$ cat config.mk
export PLATFORM = sky130hd
export DESIGN_NAME = sharded_bitmap_allocator_top
export DESIGN_NICKNAME = d
export VERILOG_FILES = /design/src/rtl/sba_pkg.sv /design/src/rtl/sharded_bitmap_allocator_top.sv /design/src/rtl/sba_ram.sv
export SDC_FILE = /design/constraint.sdc
export NUM_CORES = 2
export LEC_CHECK = 0
export BUFFER_PORTS_ARGS = -buffer_cell sky130_fd_sc_hd__buf_2
export CELL_PAD_IN_SITES_DETAIL_PLACEMENT = 1
export CELL_PAD_IN_SITES_GLOBAL_PLACEMENT = 1
export CORE_ASPECT_RATIO = 1.5
export CORE_UTILIZATION = 45
export CTS_BUF_LIST = sky130_fd_sc_hd__clkbuf_4 sky130_fd_sc_hd__clkbuf_8 sky130_fd_sc_hd__clkbuf_16
export CTS_CLUSTER_DIAMETER = 30
export CTS_CLUSTER_SIZE = 10
export DETAILED_ROUTE_END_ITERATION = 16
export GPL_ROUTABILITY_DRIVEN = 0
export MAX_ROUTING_LAYER = met4
export PLACE_DENSITY_LB_ADDON = 0.1
export SKIP_CTS_REPAIR_TIMING = 1
export SLEW_MARGIN = 20
export SYNTH_ARGS = -nofsm -noshare
export SYNTH_HDL_FRONTEND = slang
export SYNTH_SLANG_ARGS = --single-unit
$ cat constraint.sdc
create_clock -name clk -period 7.3 [get_ports clk]
set_input_delay 0.365 -clock clk [delete_from_list [all_inputs] [get_ports clk]]
set_output_delay 0.365 -clock clk [all_outputs]
set_load 0.005 [all_outputs]
$ cat src/rtl/sba_pkg.sv
// Shared types, codes and helper functions of the sharded bitmap allocator.
`default_nettype none
package sba_pkg;

  localparam int WORD_BITS     = 64;
  localparam int BIT_IDX_W     = 6;
  localparam int MAX_WORDS_DEF = 64;
  localparam int CFG_W         = 7;
  localparam int FUNC_W        = 3;
  localparam int HINT_W        = 12;
  localparam int BEGIN_W       = 12;
  localparam int END_W         = 13;
  localparam int TARGET_W      = 12;
  localparam int STATUS_W      = 2;
  localparam int CBIT_W        = 12;
  localparam int CWORD_W       = 6;
  localparam int PROBED_W      = 7;

  localparam logic [CFG_W-1:0] ACTIVE_RESET = 7'd64;

  localparam logic [FUNC_W-1:0] FN_ALLOC_ANY   = 3'd0;
  localparam logic [FUNC_W-1:0] FN_ALLOC_RANGE = 3'd1;
  localparam logic [FUNC_W-1:0] FN_SET_RANGE   = 3'd2;
  localparam logic [FUNC_W-1:0] FN_CLEAR_BIT   = 3'd3;
  localparam logic [FUNC_W-1:0] FN_TEST_BIT    = 3'd4;

  localparam logic [STATUS_W-1:0] STAT_OK        = 2'd0;
  localparam logic [STATUS_W-1:0] STAT_INVALID   = 2'd1;
  localparam logic [STATUS_W-1:0] STAT_EXHAUSTED = 2'd2;
  localparam logic [STATUS_W-1:0] STAT_DBL_CLEAR = 2'd3;

  typedef logic [WORD_BITS-1:0] word_t;

  typedef enum logic [3:0] {
    S_CLEAR,
    S_IDLE,
    S_MOD,
    S_A0_RD,
    S_A0_CK,
    S_A1_RD,
    S_A1_CK,
    S_SR_RD,
    S_SR_WR,
    S_BIT_RD,
    S_BIT_CK
  } sba_state_t;

  function automatic word_t low_mask(input logic [CFG_W-1:0] n);
    word_t m;
    m = '0;
    for (int i = 0; i < WORD_BITS; i++) begin
      m[i] = (CFG_W'(i) < n);
    end
    return m;
  endfunction

  function automatic logic [BIT_IDX_W-1:0] lowest_set(input word_t v);
    logic [BIT_IDX_W-1:0] idx;
    idx = BIT_IDX_W'(WORD_BITS - 1);
    for (int i = WORD_BITS - 1; i >= 0; i--) begin
      if (v[i]) begin
        idx = BIT_IDX_W'(i);
      end
    end
    return idx;
  endfunction

endpackage
`default_nettype wire

$ cat src/rtl/sharded_bitmap_allocator_top.sv
// Top level of the sharded bitmap allocator: control sequencer around the bitmap RAM.
// Invalid requests and unknown functions strobe their result in the cycle after acceptance.
// Allocate-any first computes the start-word modulo, then reads and checks each word probed.
// Ranged allocate and set-range read, then check or write, each word; clear and test do so for one word.
// Other results strobe in the first cycle with busy low again.
// After reset a clearing pass zeroes all MAX_WORDS words of the bitmap while busy is high.
`default_nettype none
module sharded_bitmap_allocator_top
  import sba_pkg::*;
#(
  parameter int MAX_WORDS = MAX_WORDS_DEF
) (
  input  wire logic                  clk,
  input  wire logic                  rst_n,
  input  wire logic                  start,
  output logic                       busy,
  input  wire logic [FUNC_W-1:0]     in_func,
  input  wire logic [HINT_W-1:0]     in_hint,
  input  wire logic [BEGIN_W-1:0]    in_range_begin,
  input  wire logic [END_W-1:0]      in_range_end,
  input  wire logic [TARGET_W-1:0]   in_target_bit,
  output logic                       out_valid,
  output logic [STATUS_W-1:0]        out_status,
  output logic [CBIT_W-1:0]          out_claimed_bit,
  output logic [CWORD_W-1:0]         out_claimed_word,
  output logic [PROBED_W-1:0]        out_words_probed,
  output logic                       out_bit_is_set,
  input  wire logic                  cfg_we,
  input  wire logic [CFG_W-1:0]      cfg_wdata
);

  localparam int AW      = (MAX_WORDS > 1) ? $clog2(MAX_WORDS) : 1;
  localparam int WCAP    = (MAX_WORDS < 127) ? MAX_WORDS : 127;
  localparam int MODCW   = $clog2(HINT_W);

  sba_state_t state_r, state_nxt;

  logic [CFG_W-1:0]     active_r;
  logic [AW-1:0]        clr_addr_r, clr_addr_nxt;
  logic [FUNC_W-1:0]    op_r, op_nxt;
  logic [CFG_W-1:0]     cur_w_r, cur_w_nxt;
  logic [CFG_W-1:0]     first_w_r, first_w_nxt;
  logic [CFG_W-1:0]     last_w_r, last_w_nxt;
  logic [CFG_W-1:0]     span_r, span_nxt;
  logic [CFG_W-1:0]     cnt_r, cnt_nxt;
  logic [BIT_IDX_W-1:0] lo_r, lo_nxt;
  logic [CFG_W-1:0]     hi_r, hi_nxt;
  logic [BIT_IDX_W-1:0] bit_r, bit_nxt;
  logic [HINT_W-1:0]    hint_sh_r, hint_sh_nxt;
  logic [CFG_W-1:0]     rem_r, rem_nxt;
  logic [MODCW-1:0]     mod_cnt_r, mod_cnt_nxt;

  logic                 out_valid_r, out_valid_nxt;
  logic [STATUS_W-1:0]  out_status_r, out_status_nxt;
  logic [CBIT_W-1:0]    out_claimed_bit_r, out_claimed_bit_nxt;
  logic [CWORD_W-1:0]   out_claimed_word_r, out_claimed_word_nxt;
  logic [PROBED_W-1:0]  out_words_probed_r, out_words_probed_nxt;
  logic                 out_bit_is_set_r, out_bit_is_set_nxt;

  logic                 ram_we;
  logic [AW-1:0]        ram_waddr;
  word_t                ram_wdata;
  word_t                ram_rdata;

  logic [CFG_W-1:0]     words;
  logic [END_W-1:0]     total;
  logic                 accept;
  logic [END_W-1:0]     end_m1;
  logic                 range_bad;
  logic                 tgt_bad;
  logic                 hint_out;
  logic [HINT_W-1:0]    hint_eff;
  logic [CFG_W+1-1:0]   mod_t;
  logic                 mod_ge;
  logic [CFG_W-1:0]     mod_rem;
  logic                 mod_last;
  logic [CFG_W-1:0]     cnt_inc;
  logic                 a0_hit;
  logic [BIT_IDX_W-1:0] a0_bit;
  logic                 a0_done;
  logic [CFG_W-1:0]     lo_eff;
  logic [CFG_W-1:0]     hi_eff;
  word_t                range_mask;
  word_t                avail;
  word_t                after;
  word_t                cand;
  logic                 a1_hit;
  logic [BIT_IDX_W-1:0] a1_bit;
  logic                 a1_done;
  logic                 sr_done;
  logic                 bit_val;

  assign words = (active_r == '0) ? CFG_W'(1) :
                 ((active_r > CFG_W'(WCAP)) ? CFG_W'(WCAP) : active_r);
  assign total = {words, BIT_IDX_W'(0)};
  assign busy = (state_r != S_IDLE);
  assign accept = start && !busy;

  assign end_m1 = in_range_end - END_W'(1);
  assign range_bad = ({1'b0, in_range_begin} >= in_range_end) || (in_range_end > total);
  assign tgt_bad = ({1'b0, in_target_bit} >= total);
  assign hint_out = (in_hint < in_range_begin) || ({1'b0, in_hint} >= in_range_end);
  assign hint_eff = hint_out ? in_range_begin : in_hint;

  assign mod_t = {rem_r, hint_sh_r[HINT_W-1]};
  assign mod_ge = (mod_t >= {1'b0, words});
  assign mod_rem = mod_ge ? CFG_W'(mod_t - {1'b0, words}) : mod_t[CFG_W-1:0];
  assign mod_last = (mod_cnt_r == MODCW'(HINT_W - 1));

  assign cnt_inc = cnt_r + CFG_W'(1);

  assign a0_hit = (ram_rdata != '1);
  assign a0_bit = lowest_set(~ram_rdata);
  assign a0_done = (cnt_inc == words);

  assign lo_eff = (cur_w_r == first_w_r) ? {1'b0, lo_r} : '0;
  assign hi_eff = (cur_w_r == last_w_r) ? hi_r : CFG_W'(WORD_BITS);
  assign range_mask = low_mask(hi_eff) & ~low_mask(lo_eff);
  assign avail = ~ram_rdata & range_mask;
  assign after = avail & ~low_mask({1'b0, bit_r});
  assign cand = ((cnt_r == '0) && (after != '0)) ? after : avail;
  assign a1_hit = (avail != '0);
  assign a1_bit = lowest_set(cand);
  assign a1_done = (cnt_inc == span_r);

  assign sr_done = (cur_w_r == last_w_r);
  assign bit_val = ram_rdata[bit_r];

  always_comb begin
    state_nxt = state_r;
    case (state_r)
      S_CLEAR: begin
        if (clr_addr_r == AW'(MAX_WORDS - 1)) begin
          state_nxt = S_IDLE;
        end
      end
      S_IDLE: begin
        if (accept) begin
          case (in_func)
            FN_ALLOC_ANY:   state_nxt = S_MOD;
            FN_ALLOC_RANGE: state_nxt = range_bad ? S_IDLE : S_A1_RD;
            FN_SET_RANGE:   state_nxt = range_bad ? S_IDLE : S_SR_RD;
            FN_CLEAR_BIT,
            FN_TEST_BIT:    state_nxt = tgt_bad ? S_IDLE : S_BIT_RD;
            default:        state_nxt = S_IDLE;
          endcase
        end
      end
      S_MOD:    state_nxt = mod_last ? S_A0_RD : S_MOD;
      S_A0_RD:  state_nxt = S_A0_CK;
      S_A0_CK:  state_nxt = (a0_hit || a0_done) ? S_IDLE : S_A0_RD;
      S_A1_RD:  state_nxt = S_A1_CK;
      S_A1_CK:  state_nxt = (a1_hit || a1_done) ? S_IDLE : S_A1_RD;
      S_SR_RD:  state_nxt = S_SR_WR;
      S_SR_WR:  state_nxt = sr_done ? S_IDLE : S_SR_RD;
      S_BIT_RD: state_nxt = S_BIT_CK;
      S_BIT_CK: state_nxt = S_IDLE;
      default:  state_nxt = S_IDLE;
    endcase
  end

  always_comb begin
    clr_addr_nxt = clr_addr_r;
    op_nxt = op_r;
    cur_w_nxt = cur_w_r;
    first_w_nxt = first_w_r;
    last_w_nxt = last_w_r;
    span_nxt = span_r;
    cnt_nxt = cnt_r;
    lo_nxt = lo_r;
    hi_nxt = hi_r;
    bit_nxt = bit_r;
    hint_sh_nxt = hint_sh_r;
    rem_nxt = rem_r;
    mod_cnt_nxt = mod_cnt_r;
    out_valid_nxt = 1'b0;
    out_status_nxt = out_status_r;
    out_claimed_bit_nxt = out_claimed_bit_r;
    out_claimed_word_nxt = out_claimed_word_r;
    out_words_probed_nxt = out_words_probed_r;
    out_bit_is_set_nxt = out_bit_is_set_r;
    ram_we = 1'b0;
    ram_waddr = AW'(cur_w_r);
    ram_wdata = ram_rdata;
    case (state_r)
      S_CLEAR: begin
        ram_we = 1'b1;
        ram_waddr = clr_addr_r;
        ram_wdata = '0;
        clr_addr_nxt = clr_addr_r + AW'(1);
      end
      S_IDLE: begin
        if (accept) begin
          op_nxt = in_func;
          cnt_nxt = '0;
          rem_nxt = '0;
          mod_cnt_nxt = '0;
          hint_sh_nxt = in_hint;
          first_w_nxt = {1'b0, in_range_begin[BEGIN_W-1:BIT_IDX_W]};
          last_w_nxt = end_m1[END_W-1:BIT_IDX_W];
          span_nxt = CFG_W'(end_m1[END_W-1:BIT_IDX_W]
                     - {1'b0, in_range_begin[BEGIN_W-1:BIT_IDX_W]} + CFG_W'(1));
          lo_nxt = in_range_begin[BIT_IDX_W-1:0];
          hi_nxt = {1'b0, end_m1[BIT_IDX_W-1:0]} + CFG_W'(1);
          case (in_func)
            FN_ALLOC_RANGE: begin
              cur_w_nxt = {1'b0, hint_eff[HINT_W-1:BIT_IDX_W]};
              bit_nxt = hint_eff[BIT_IDX_W-1:0];
            end
            FN_SET_RANGE: begin
              cur_w_nxt = {1'b0, in_range_begin[BEGIN_W-1:BIT_IDX_W]};
            end
            default: begin
              cur_w_nxt = {1'b0, in_target_bit[TARGET_W-1:BIT_IDX_W]};
              bit_nxt = in_target_bit[BIT_IDX_W-1:0];
            end
          endcase
          if ((in_func == FN_ALLOC_RANGE && range_bad) ||
              (in_func == FN_SET_RANGE && range_bad) ||
              ((in_func inside {FN_CLEAR_BIT, FN_TEST_BIT}) && tgt_bad) ||
              (in_func > FN_TEST_BIT)) begin
            out_valid_nxt = 1'b1;
            out_status_nxt = STAT_INVALID;
            out_claimed_bit_nxt = '0;
            out_claimed_word_nxt = '0;
            out_words_probed_nxt = '0;
            out_bit_is_set_nxt = 1'b0;
          end
        end
      end
      S_MOD: begin
        rem_nxt = mod_rem;
        hint_sh_nxt = {hint_sh_r[HINT_W-2:0], 1'b0};
        mod_cnt_nxt = mod_cnt_r + MODCW'(1);
        if (mod_last) begin
          cur_w_nxt = mod_rem;
        end
      end
      S_A0_CK: begin
        if (a0_hit) begin
          ram_we = 1'b1;
          ram_wdata = ram_rdata | (word_t'(1) << a0_bit);
          out_valid_nxt = 1'b1;
          out_status_nxt = STAT_OK;
          out_claimed_bit_nxt = {cur_w_r[CWORD_W-1:0], a0_bit};
          out_claimed_word_nxt = cur_w_r[CWORD_W-1:0];
          out_words_probed_nxt = '0;
          out_bit_is_set_nxt = 1'b0;
        end else begin
          cnt_nxt = cnt_inc;
          cur_w_nxt = (cur_w_r == words - CFG_W'(1)) ? '0 : cur_w_r + CFG_W'(1);
          if (a0_done) begin
            out_valid_nxt = 1'b1;
            out_status_nxt = STAT_EXHAUSTED;
            out_claimed_bit_nxt = '0;
            out_claimed_word_nxt = '0;
            out_words_probed_nxt = '0;
            out_bit_is_set_nxt = 1'b0;
          end
        end
      end
      S_A1_CK: begin
        if (a1_hit) begin
          ram_we = 1'b1;
          ram_wdata = ram_rdata | (word_t'(1) << a1_bit);
          out_valid_nxt = 1'b1;
          out_status_nxt = STAT_OK;
          out_claimed_bit_nxt = {cur_w_r[CWORD_W-1:0], a1_bit};
          out_claimed_word_nxt = cur_w_r[CWORD_W-1:0];
          out_words_probed_nxt = cnt_inc;
          out_bit_is_set_nxt = 1'b0;
        end else begin
          cnt_nxt = cnt_inc;
          cur_w_nxt = (cur_w_r == last_w_r) ? first_w_r : cur_w_r + CFG_W'(1);
          if (a1_done) begin
            out_valid_nxt = 1'b1;
            out_status_nxt = STAT_EXHAUSTED;
            out_claimed_bit_nxt = '0;
            out_claimed_word_nxt = '0;
            out_words_probed_nxt = span_r;
            out_bit_is_set_nxt = 1'b0;
          end
        end
      end
      S_SR_WR: begin
        ram_we = 1'b1;
        ram_wdata = ram_rdata | range_mask;
        cur_w_nxt = cur_w_r + CFG_W'(1);
        if (sr_done) begin
          out_valid_nxt = 1'b1;
          out_status_nxt = STAT_OK;
          out_claimed_bit_nxt = '0;
          out_claimed_word_nxt = '0;
          out_words_probed_nxt = '0;
          out_bit_is_set_nxt = 1'b0;
        end
      end
      S_BIT_CK: begin
        out_valid_nxt = 1'b1;
        out_claimed_bit_nxt = '0;
        out_claimed_word_nxt = '0;
        out_words_probed_nxt = '0;
        if (op_r == FN_CLEAR_BIT) begin
          out_bit_is_set_nxt = 1'b0;
          if (bit_val) begin
            ram_we = 1'b1;
            ram_wdata = ram_rdata & ~(word_t'(1) << bit_r);
            out_status_nxt = STAT_OK;
          end else begin
            out_status_nxt = STAT_DBL_CLEAR;
          end
        end else begin
          out_status_nxt = STAT_OK;
          out_bit_is_set_nxt = bit_val;
        end
      end
      default: begin
      end
    endcase
  end

  always_ff @(posedge clk) begin
    if (!rst_n) begin
      state_r <= S_CLEAR;
      active_r <= ACTIVE_RESET;
      clr_addr_r <= '0;
      out_valid_r <= 1'b0;
    end else begin
      state_r <= state_nxt;
      if (cfg_we) begin
        active_r <= cfg_wdata;
      end
      clr_addr_r <= clr_addr_nxt;
      out_valid_r <= out_valid_nxt;
    end
  end

  always_ff @(posedge clk) begin
    op_r <= op_nxt;
    cur_w_r <= cur_w_nxt;
    first_w_r <= first_w_nxt;
    last_w_r <= last_w_nxt;
    span_r <= span_nxt;
    cnt_r <= cnt_nxt;
    lo_r <= lo_nxt;
    hi_r <= hi_nxt;
    bit_r <= bit_nxt;
    hint_sh_r <= hint_sh_nxt;
    rem_r <= rem_nxt;
    mod_cnt_r <= mod_cnt_nxt;
    out_status_r <= out_status_nxt;
    out_claimed_bit_r <= out_claimed_bit_nxt;
    out_claimed_word_r <= out_claimed_word_nxt;
    out_words_probed_r <= out_words_probed_nxt;
    out_bit_is_set_r <= out_bit_is_set_nxt;
  end

  sba_ram #(
    .WIDTH(WORD_BITS),
    .DEPTH(MAX_WORDS)
  ) u_bitmap (
    .clk   (clk),
    .we    (ram_we),
    .waddr (ram_waddr),
    .wdata (ram_wdata),
    .raddr (AW'(cur_w_r)),
    .rdata (ram_rdata)
  );

  assign out_valid = out_valid_r;
  assign out_status = out_status_r;
  assign out_claimed_bit = out_claimed_bit_r;
  assign out_claimed_word = out_claimed_word_r;
  assign out_words_probed = out_words_probed_r;
  assign out_bit_is_set = out_bit_is_set_r;

  // Every accepted transaction either keeps the block busy or reports at once.
  assert property (@(posedge clk) disable iff (!rst_n)
    accept |=> (busy || out_valid))
    else $error("accepted transaction produced neither work nor a result");

  // The bitmap is only written during the clearing pass or a modify step.
  assert property (@(posedge clk) disable iff (!rst_n)
    ram_we |-> (state_r == S_CLEAR || state_r == S_A0_CK || state_r == S_A1_CK ||
                state_r == S_SR_WR || state_r == S_BIT_CK))
    else $error("bitmap write outside a modify step");

  // A successful claim names a bit inside the reported word.
  assert property (@(posedge clk) disable iff (!rst_n)
    (out_valid && out_status == STAT_OK) |->
      (out_claimed_word == out_claimed_bit[CBIT_W-1:BIT_IDX_W]))
    else $error("claimed bit and claimed word disagree");

  // No result can appear while the clearing pass is still running.
  assert property (@(posedge clk) disable iff (!rst_n)
    out_valid |-> ($past(state_r) != S_CLEAR))
    else $error("result reported during the clearing pass");

  // An exhausted allocation reports no claimed bit.
  assert property (@(posedge clk) disable iff (!rst_n)
    (out_valid && out_status == STAT_EXHAUSTED) |->
      (out_claimed_bit == '0 && out_claimed_word == '0))
    else $error("exhausted result carries a claimed bit");

endmodule
`default_nettype wire

$ cat src/rtl/sba_ram.sv
// Generic single-clock RAM with one write port and one registered read port.
`default_nettype none
module sba_ram #(
  parameter int WIDTH = 64,
  parameter int DEPTH = 64,
  localparam int AW = (DEPTH > 1) ? $clog2(DEPTH) : 1
) (
  input  wire logic             clk,
  input  wire logic             we,
  input  wire logic [AW-1:0]    waddr,
  input  wire logic [WIDTH-1:0] wdata,
  input  wire logic [AW-1:0]    raddr,
  output logic      [WIDTH-1:0] rdata
);

  logic [WIDTH-1:0] mem [DEPTH];

  always_ff @(posedge clk) begin
    if (we) begin
      mem[waddr] <= wdata;
    end
    rdata <= mem[raddr];
  end

endmodule
`default_nettype wire

* Word level (Yosys, flattened, before mapping) *
Memory sizes are Yosys's and may differ from the RTL's. A register that Yosys moved wholly into a read port is not among the register bits.
Index checks and enable logic that the tools add are counted.

word-level totals
  input port bits = 63
  word-level logic and storage cells = 541
  bits in registers = 125
  memories = 1
  memory bits (writable) = 4,096

operators by class
  muxes and demuxes = 228
  $add $sub $neg = 10
  reduce and logical (&&, ||, !) cells = 33
  bitwise gates (word level) = 12
  shift operators = 3
  equal/unequal tests = 33
  magnitude comparators = 200

memories
  memory        words  width  read ports  clocked after memory_dff  write ports  line           source
  u_bitmap.mem  64     64     1           1                         1            sba_ram.sv:16  logic [WIDTH-1:0] mem [DEPTH];

operators by type and width
  cell                                                       number
  2-to-1 mux 6 bit                                           133
  less-than comparator 6 bit, first input constant           63
  one-hot mux 64 bit (5 select lines)                        1
  AND 64 bit                                                 4
  2-to-1 mux 64 bit                                          4
  less-than comparator 6 x 7 -> 1 bit, first input constant  32
  less-than comparator 5 x 6 -> 1 bit, first input constant  32
  inverter 64 bit                                            3
  OR 64 bit                                                  3
  left shift 1 x 6 -> 64 bit, first input constant           3
  2-to-1 mux 7 bit                                           20
  nonzero test 64 bit                                        2
  less-than comparator 5 x 7 -> 1 bit, first input constant  16
  2-to-1 mux 12 bit                                          9
  less-than comparator 4 x 6 -> 1 bit, first input constant  16
  one-hot mux 7 bit (5 select lines)                         2
  inequality test 64 bit, second input constant              1
  inverter 63 -> 64 bit                                      1
  2-to-1 mux 63 bit                                          1
  one-hot mux 12 bit (5 select lines)                        1
  less-than comparator 4 x 7 -> 1 bit, first input constant  8
  less-than comparator 3 x 6 -> 1 bit, first input constant  8
  one-hot mux 4 bit (10 select lines)                        1
  greater-or-equal comparator 12 x 13 -> 1 bit               3
  other kinds (63)                                           152

* Longest topological paths before layout *
  depth after elaboration = 77
  gate-level depth with buffers = 25
  mapped depth without buffers = 19

* Modules after synthesis *
A second synthesis with hierarchy kept.

unflattened totals
  cell total of the unflattened synthesis = 8,967
  area total of the unflattened synthesis = 173,482.6 sq um

by module, submodules not included
  module                        area each (sq um)  cells each  times used  seq. area each (sq um)
  sba_ram                       155,848.2          6,516       1           124,279.2
  sharded_bitmap_allocator_top  17,634.4           2,451       1           3,393.3

* Worst setup path before layout *
OpenSTA, ideal clock, no wires.

  path kind = register to register
  start point = reg cur_w_r[2]
  end point = mem u_bitmap.mem[0][22], data pin
  path buffers = 5
  setup time = 0.739 ns
  arrival = 7.106 ns
  required time = 6.561 ns
  cell stages (with the launch flop) = 23
  setup slack = -0.545 ns
  path through = edfxtp_1 > buf_6 > xor2_4 > or3_4 > or4_4 > buf_6 > o22ai_2 > nor3_1 > a2111o_1 > nor4_4 > and3_1 > buf_6 > buf_6 > o31a_1 > nor2_1 > a211oi_1 > nand4_1 > o211ai_2 > o21ai_2 > buf_2 > nor2_1 > a21oi_1 > a221oi_1

on the way
  cells in the longest elaborated chain, start to end = 77
  elaborated cells between the ends (all ways) = 208

RTL lines
  element                                                            line                                 source
  start, declared                                                    sharded_bitmap_allocator_top.sv:41   logic [CFG_W-1:0] cur_w_r, cur_w_nxt;
  start signal, assigned                                             sharded_bitmap_allocator_top.sv:340  cur_w_r <= cur_w_nxt;
  == test 7 x 6 -> 1 bit                                             sharded_bitmap_allocator_top.sv:116  assign lo_eff = (cur_w_r == first_w_r) ? {1'b0, lo_r} : '0;
  2-to-1 mux 6 bit                                                   sharded_bitmap_allocator_top.sv:116
  less-than comparator 1 x 6 -> 1 bit, or another cell as far along  sba_pkg.sv:52                        m[i] = (CFG_W'(i) < n);
  inverter 64 bit                                                    sharded_bitmap_allocator_top.sv:118  assign range_mask = low_mask(hi_eff) & ~low_mask(lo_eff);
  AND 64 bit (*)                                                     sharded_bitmap_allocator_top.sv:118
  AND 64 bit                                                         sharded_bitmap_allocator_top.sv:119  assign avail = ~ram_rdata & range_mask;
  AND 64 bit                                                         sharded_bitmap_allocator_top.sv:120  assign after = avail & ~low_mask({1'b0, bit_r});
  nonzero test 64 bit                                                sharded_bitmap_allocator_top.sv:121  assign cand = ((cnt_r == '0) && (after != '0)) ? after : avail;
  logical AND 1 bit                                                  sharded_bitmap_allocator_top.sv:121
  2-to-1 mux 63 bit                                                  sharded_bitmap_allocator_top.sv:121
  2-to-1 mux 1 bit                                                   sba_pkg.sv:61                        if (v[i]) begin
  2-to-1 mux 6 bit (62 in a row)                                     sba_pkg.sv:61
  left shift 1 x 6 -> 64 bit                                         sharded_bitmap_allocator_top.sv:265  ram_wdata = ram_rdata | (word_t'(1) << a1_bit);
  OR 64 bit                                                          sharded_bitmap_allocator_top.sv:265
  2-to-1 mux 64 bit                                                  sharded_bitmap_allocator_top.sv:263  if (a1_hit) begin
  one-hot mux 64 bit (5 select lines) (*)                            sharded_bitmap_allocator_top.sv:185  case (state_r)
  named net ram_wdata[22]                                            sharded_bitmap_allocator_top.sv:62   word_t ram_wdata;
  end, declared                                                      sba_ram.sv:16

Mark *: on every way through the listed nets, which the timed path passes. The rest lies on a longest branch.

* Final worst setup path *
  start point = reg cur_w_r[6]
  end point = mem u_bitmap.mem[60][50], data pin

The elaborated chain is that of the path after synthesis.

==> results_dict.tcl <==
set metrics [dict create \
    rsz0062_at_grt "false" \
    clkLatencyLatePin_ns 0.99 \
    gr-total-overflow 0 \
    crit_fanout 64 \
    fmax_mhz 138 \
    dpl_worst_slack_ns 0.190 \
    yosys_warnings 0 \
    cts.clk_slew.worst_paths_ns 0.05 \
    firstDrtPassIters 8 \
    grt_pass1_vias 105000 \
    multi_input_area_mm2 0.0455 \
    grt_first_pass_wirelength_mm 888 \
    die_y_um 764 \
    grt_usage_pct 34.7 \
    drtIter0Drc 14500 \
    skew_ns 0.0725 \
    hold_violations 2 \
    start_kind "register" \
    synthToLayoutAreaGrowth_pct 19.4 \
    synth_top_family_by_area "multiplexers" \
    cap_violations 0 \
    core_area_mm2 0.385 \
    regArea_mm2 0.128 \
    die_area_mm2 0.390 \
    drc_errors 0 \
    yosysTopAreaCell "edfxtp_1" \
    ys.flop_type "edfxtp_1" \
    cts_buffers 634 \
    synthDistinctLibCells 118 \
    portBuffers 92 \
    ir_worst_vdd_mv 0.197 \
    wirelength_mm 658 \
    timing.final.ws_setup_ns 0.0565 \
    drive_gt1_share_pct 29.5 \
    ant_nets 0 \
    status "finished with violations" \
    clock_path_buffers 4 \
    critPathKind "reg -> reg" \
    synthesis.area_mm2 0.174 \
    postSynthCellCount 8963 \
    num_vias 104000 \
    syn-num-nets 9102 \
    h-tree-depth 6 \
    syn_area_per_cell_um2 19.5 \
    relSlewSlack_pct 10.1 \
    n_fill_cell 33600 \
    min_path_type "in -> reg" \
    worst_pin_slew_ns 1.34 \
    dp_hpwl_mm 355 \
    dpl_cell_area_mm2 0.186 \
    clock-sinks 4279 \
    synth_compound_area_share_pct 5.06 \
    synth_enable_flop_cells 4197 \
    ys_seq_area_share_pct 73.2 \
    dp_cells 14100 \
    synth_xor_area_share_pct 0.380 \
    end_kind "register" \
    ys_ff_latch 4279 \
    reg2reg_slack_ns 0.06 \
    setup_violations 0 \
    cts-root-buf "clkbuf_16" \
    maxSlewViolCount 0 \
    final_area_mm2 0.208 \
    arrival_ns 8.00 \
    nNetsFinal 9841 \
    synth_fa_ha_area_share_pct 0.554 \
    synthMuxAreaShare_pct 16.1 \
    initial_core_util_pct 45.2 \
    die_w_um 510 \
    cts_tree "yes" \
    yosys.area_share.simple_pct 3.24 \
    grt_start_max_net_pins 140 \
    antenna_found_initial 42 \
    vias_per_cell 6.80 \
    ys_async_sr_fraction_pct 0 \
    rows 279 \
    io-pin-count 93 \
    fin_cells 15300 \
    violations "negative hold slack" \
    hold_slack_ns -0.0247 \
    p_leak_nw 62.9 \
    critPathRequiredTime_ns 8.06 \
    layout_min_cycle_time_ns 7.24 \
    detail_route.wl_per_cell_um 43.1 \
    min_period_over_period_pct 99.2 \
    report.power.total_mw 58.2 \
    final_util_pct 54.0 \
    powerDensity_mw_per_mm2 279 \
    ys_top_cells_by_area "edfxtp_1 (72%), mux4_2 (14%), mux2i_1 (1.7%)" \
    synth_top_area_share_pct 72.3 \
]
==> report_power, final <==
| group | internal (mW) | switching [mW] | leakage, nW |
|---|---|---|---|
| registers | 26.7 | 0.0432 | 34.8 |
| logic | 0.195 | 0.389 | 17.6 |
| clock network | 19.4 | 11.4 | 10.6 |
| total | 46.3 | 11.9 | 62.9 |
==> cell usage after synthesis, types with 98 or more instances <==
cell,n
o21ai_0,261
mux4_2,1111
nand3_1,100
inv_1,98
nand2_1,338
o221ai_1,151
buf_1,105
o22ai_1,149
a21oi_1,339
clkbuf_1,377
nor2_1,315
mux2i_1,301
edfxtp_1,4197
==> per-stage QoR <==
step	TNS (ns)	hold slack [ns]
3_3_place_gp	0	0.491
2_1_floorplan	-266.46	0.464
3_5_place_dp	0	0.498
5_1_grt	0	0.00275
6_report	0	-0.0247
4_1_cts	0	-0.454
==> worst paths after layout <==
kind                                        startpoint                              to  cells past startpoint
worst min register to register  hint_sh_r[1]$_DFFE_PP_          hint_sh_r[2]$_DFFE_PP_                      2
worst min-delay path                 in_target_bit[11]            cur_w_r[5]$_DFFE_PP_                      3
worst max-delay path              cur_w_r[6]$_DFFE_PP_  u_bitmap.mem[60][50]$_DFFE_PP_                     21
worst max register to register    cur_w_r[6]$_DFFE_PP_  u_bitmap.mem[60][50]$_DFFE_PP_                     21
==> area by class of cell <==
type / instances / area share, %
Clock inverter: 344 / 2.07
Sequential cell: 4279 / 61.3
Antenna cell: 30 / 0.0360
Timing Repair Buffer: 630 / 3.22
Clock buffer: 785 / 8.30
Inverter: 100 / 0.184
Tap cell: 5058 / 3.04
Multi-Input combinational cell: 4057 / 21.8
==> cells in the final DEF, fill, tap and decap left out, types with 92 or more instances in the layout <==
cell and n:
mux4_2 1111, nor2_1 240, nand2_1 335, o21ai_0 243, nand3_1 98, edfxtp_1 4197
buf_2 92, buf_4 308, o22ai_1 148, mux2i_1 301, o221ai_1 150, a21oi_1 324
clkbuf_4 122, clkbuf_16 642, inv_1 98, buf_12 161
==> flip-flops by register name, indices dropped and copies added (netlist names), 12 cells and up <==
signal,count
u_bitmap.mem,4096
out_claimed_bit,12
hint_sh_r,12
u_bitmap.rdata,64
==> critical path, stage by stage (launching register included) <==
cell	delay (ns)
edfxtp_1	0.54
xor2_2	0.31
or3_4	0.42
nor2_1	0.67
a221o_2	0.43
o22ai_1	0.10
a2111o_1	0.45
nor4_4	0.48
and3_1	0.29
buf_12	0.21
buf_4	0.20
o31a_1	0.23
a211oi_1	0.08
o21ai_0	0.38
nand4_1	0.20
o211ai_2	0.29
o21ai_2	0.21
buf_4	0.22
nand2b_1	0.40
buf_4	0.30
o21ai_4	0.27
buf_12	0.28
==> metal layers <==
layer,share of wire (%),track usage (%),vias up,routed length [µm]
met2,48,54.2,6279,318000
li1,-,-,39200,-
met1,37,43.0,56700,245000
met5,0,-,-,0
met3,9.0,7.77,1798,59100
met4,5.5,16.4,0,36300
==> cells by family (layout without fill, tap and decap cells) <==
family,count (synthesis),after routing
compound gates,1335,1335
xor+xnor,71,71
flops,4279,4279
other cells,0,30
buf+inv,627,1859
mux,1418,1418
fa+ha+maj,76,76
simple gates,1157,1157
Power figures use the tool's default switching activity.
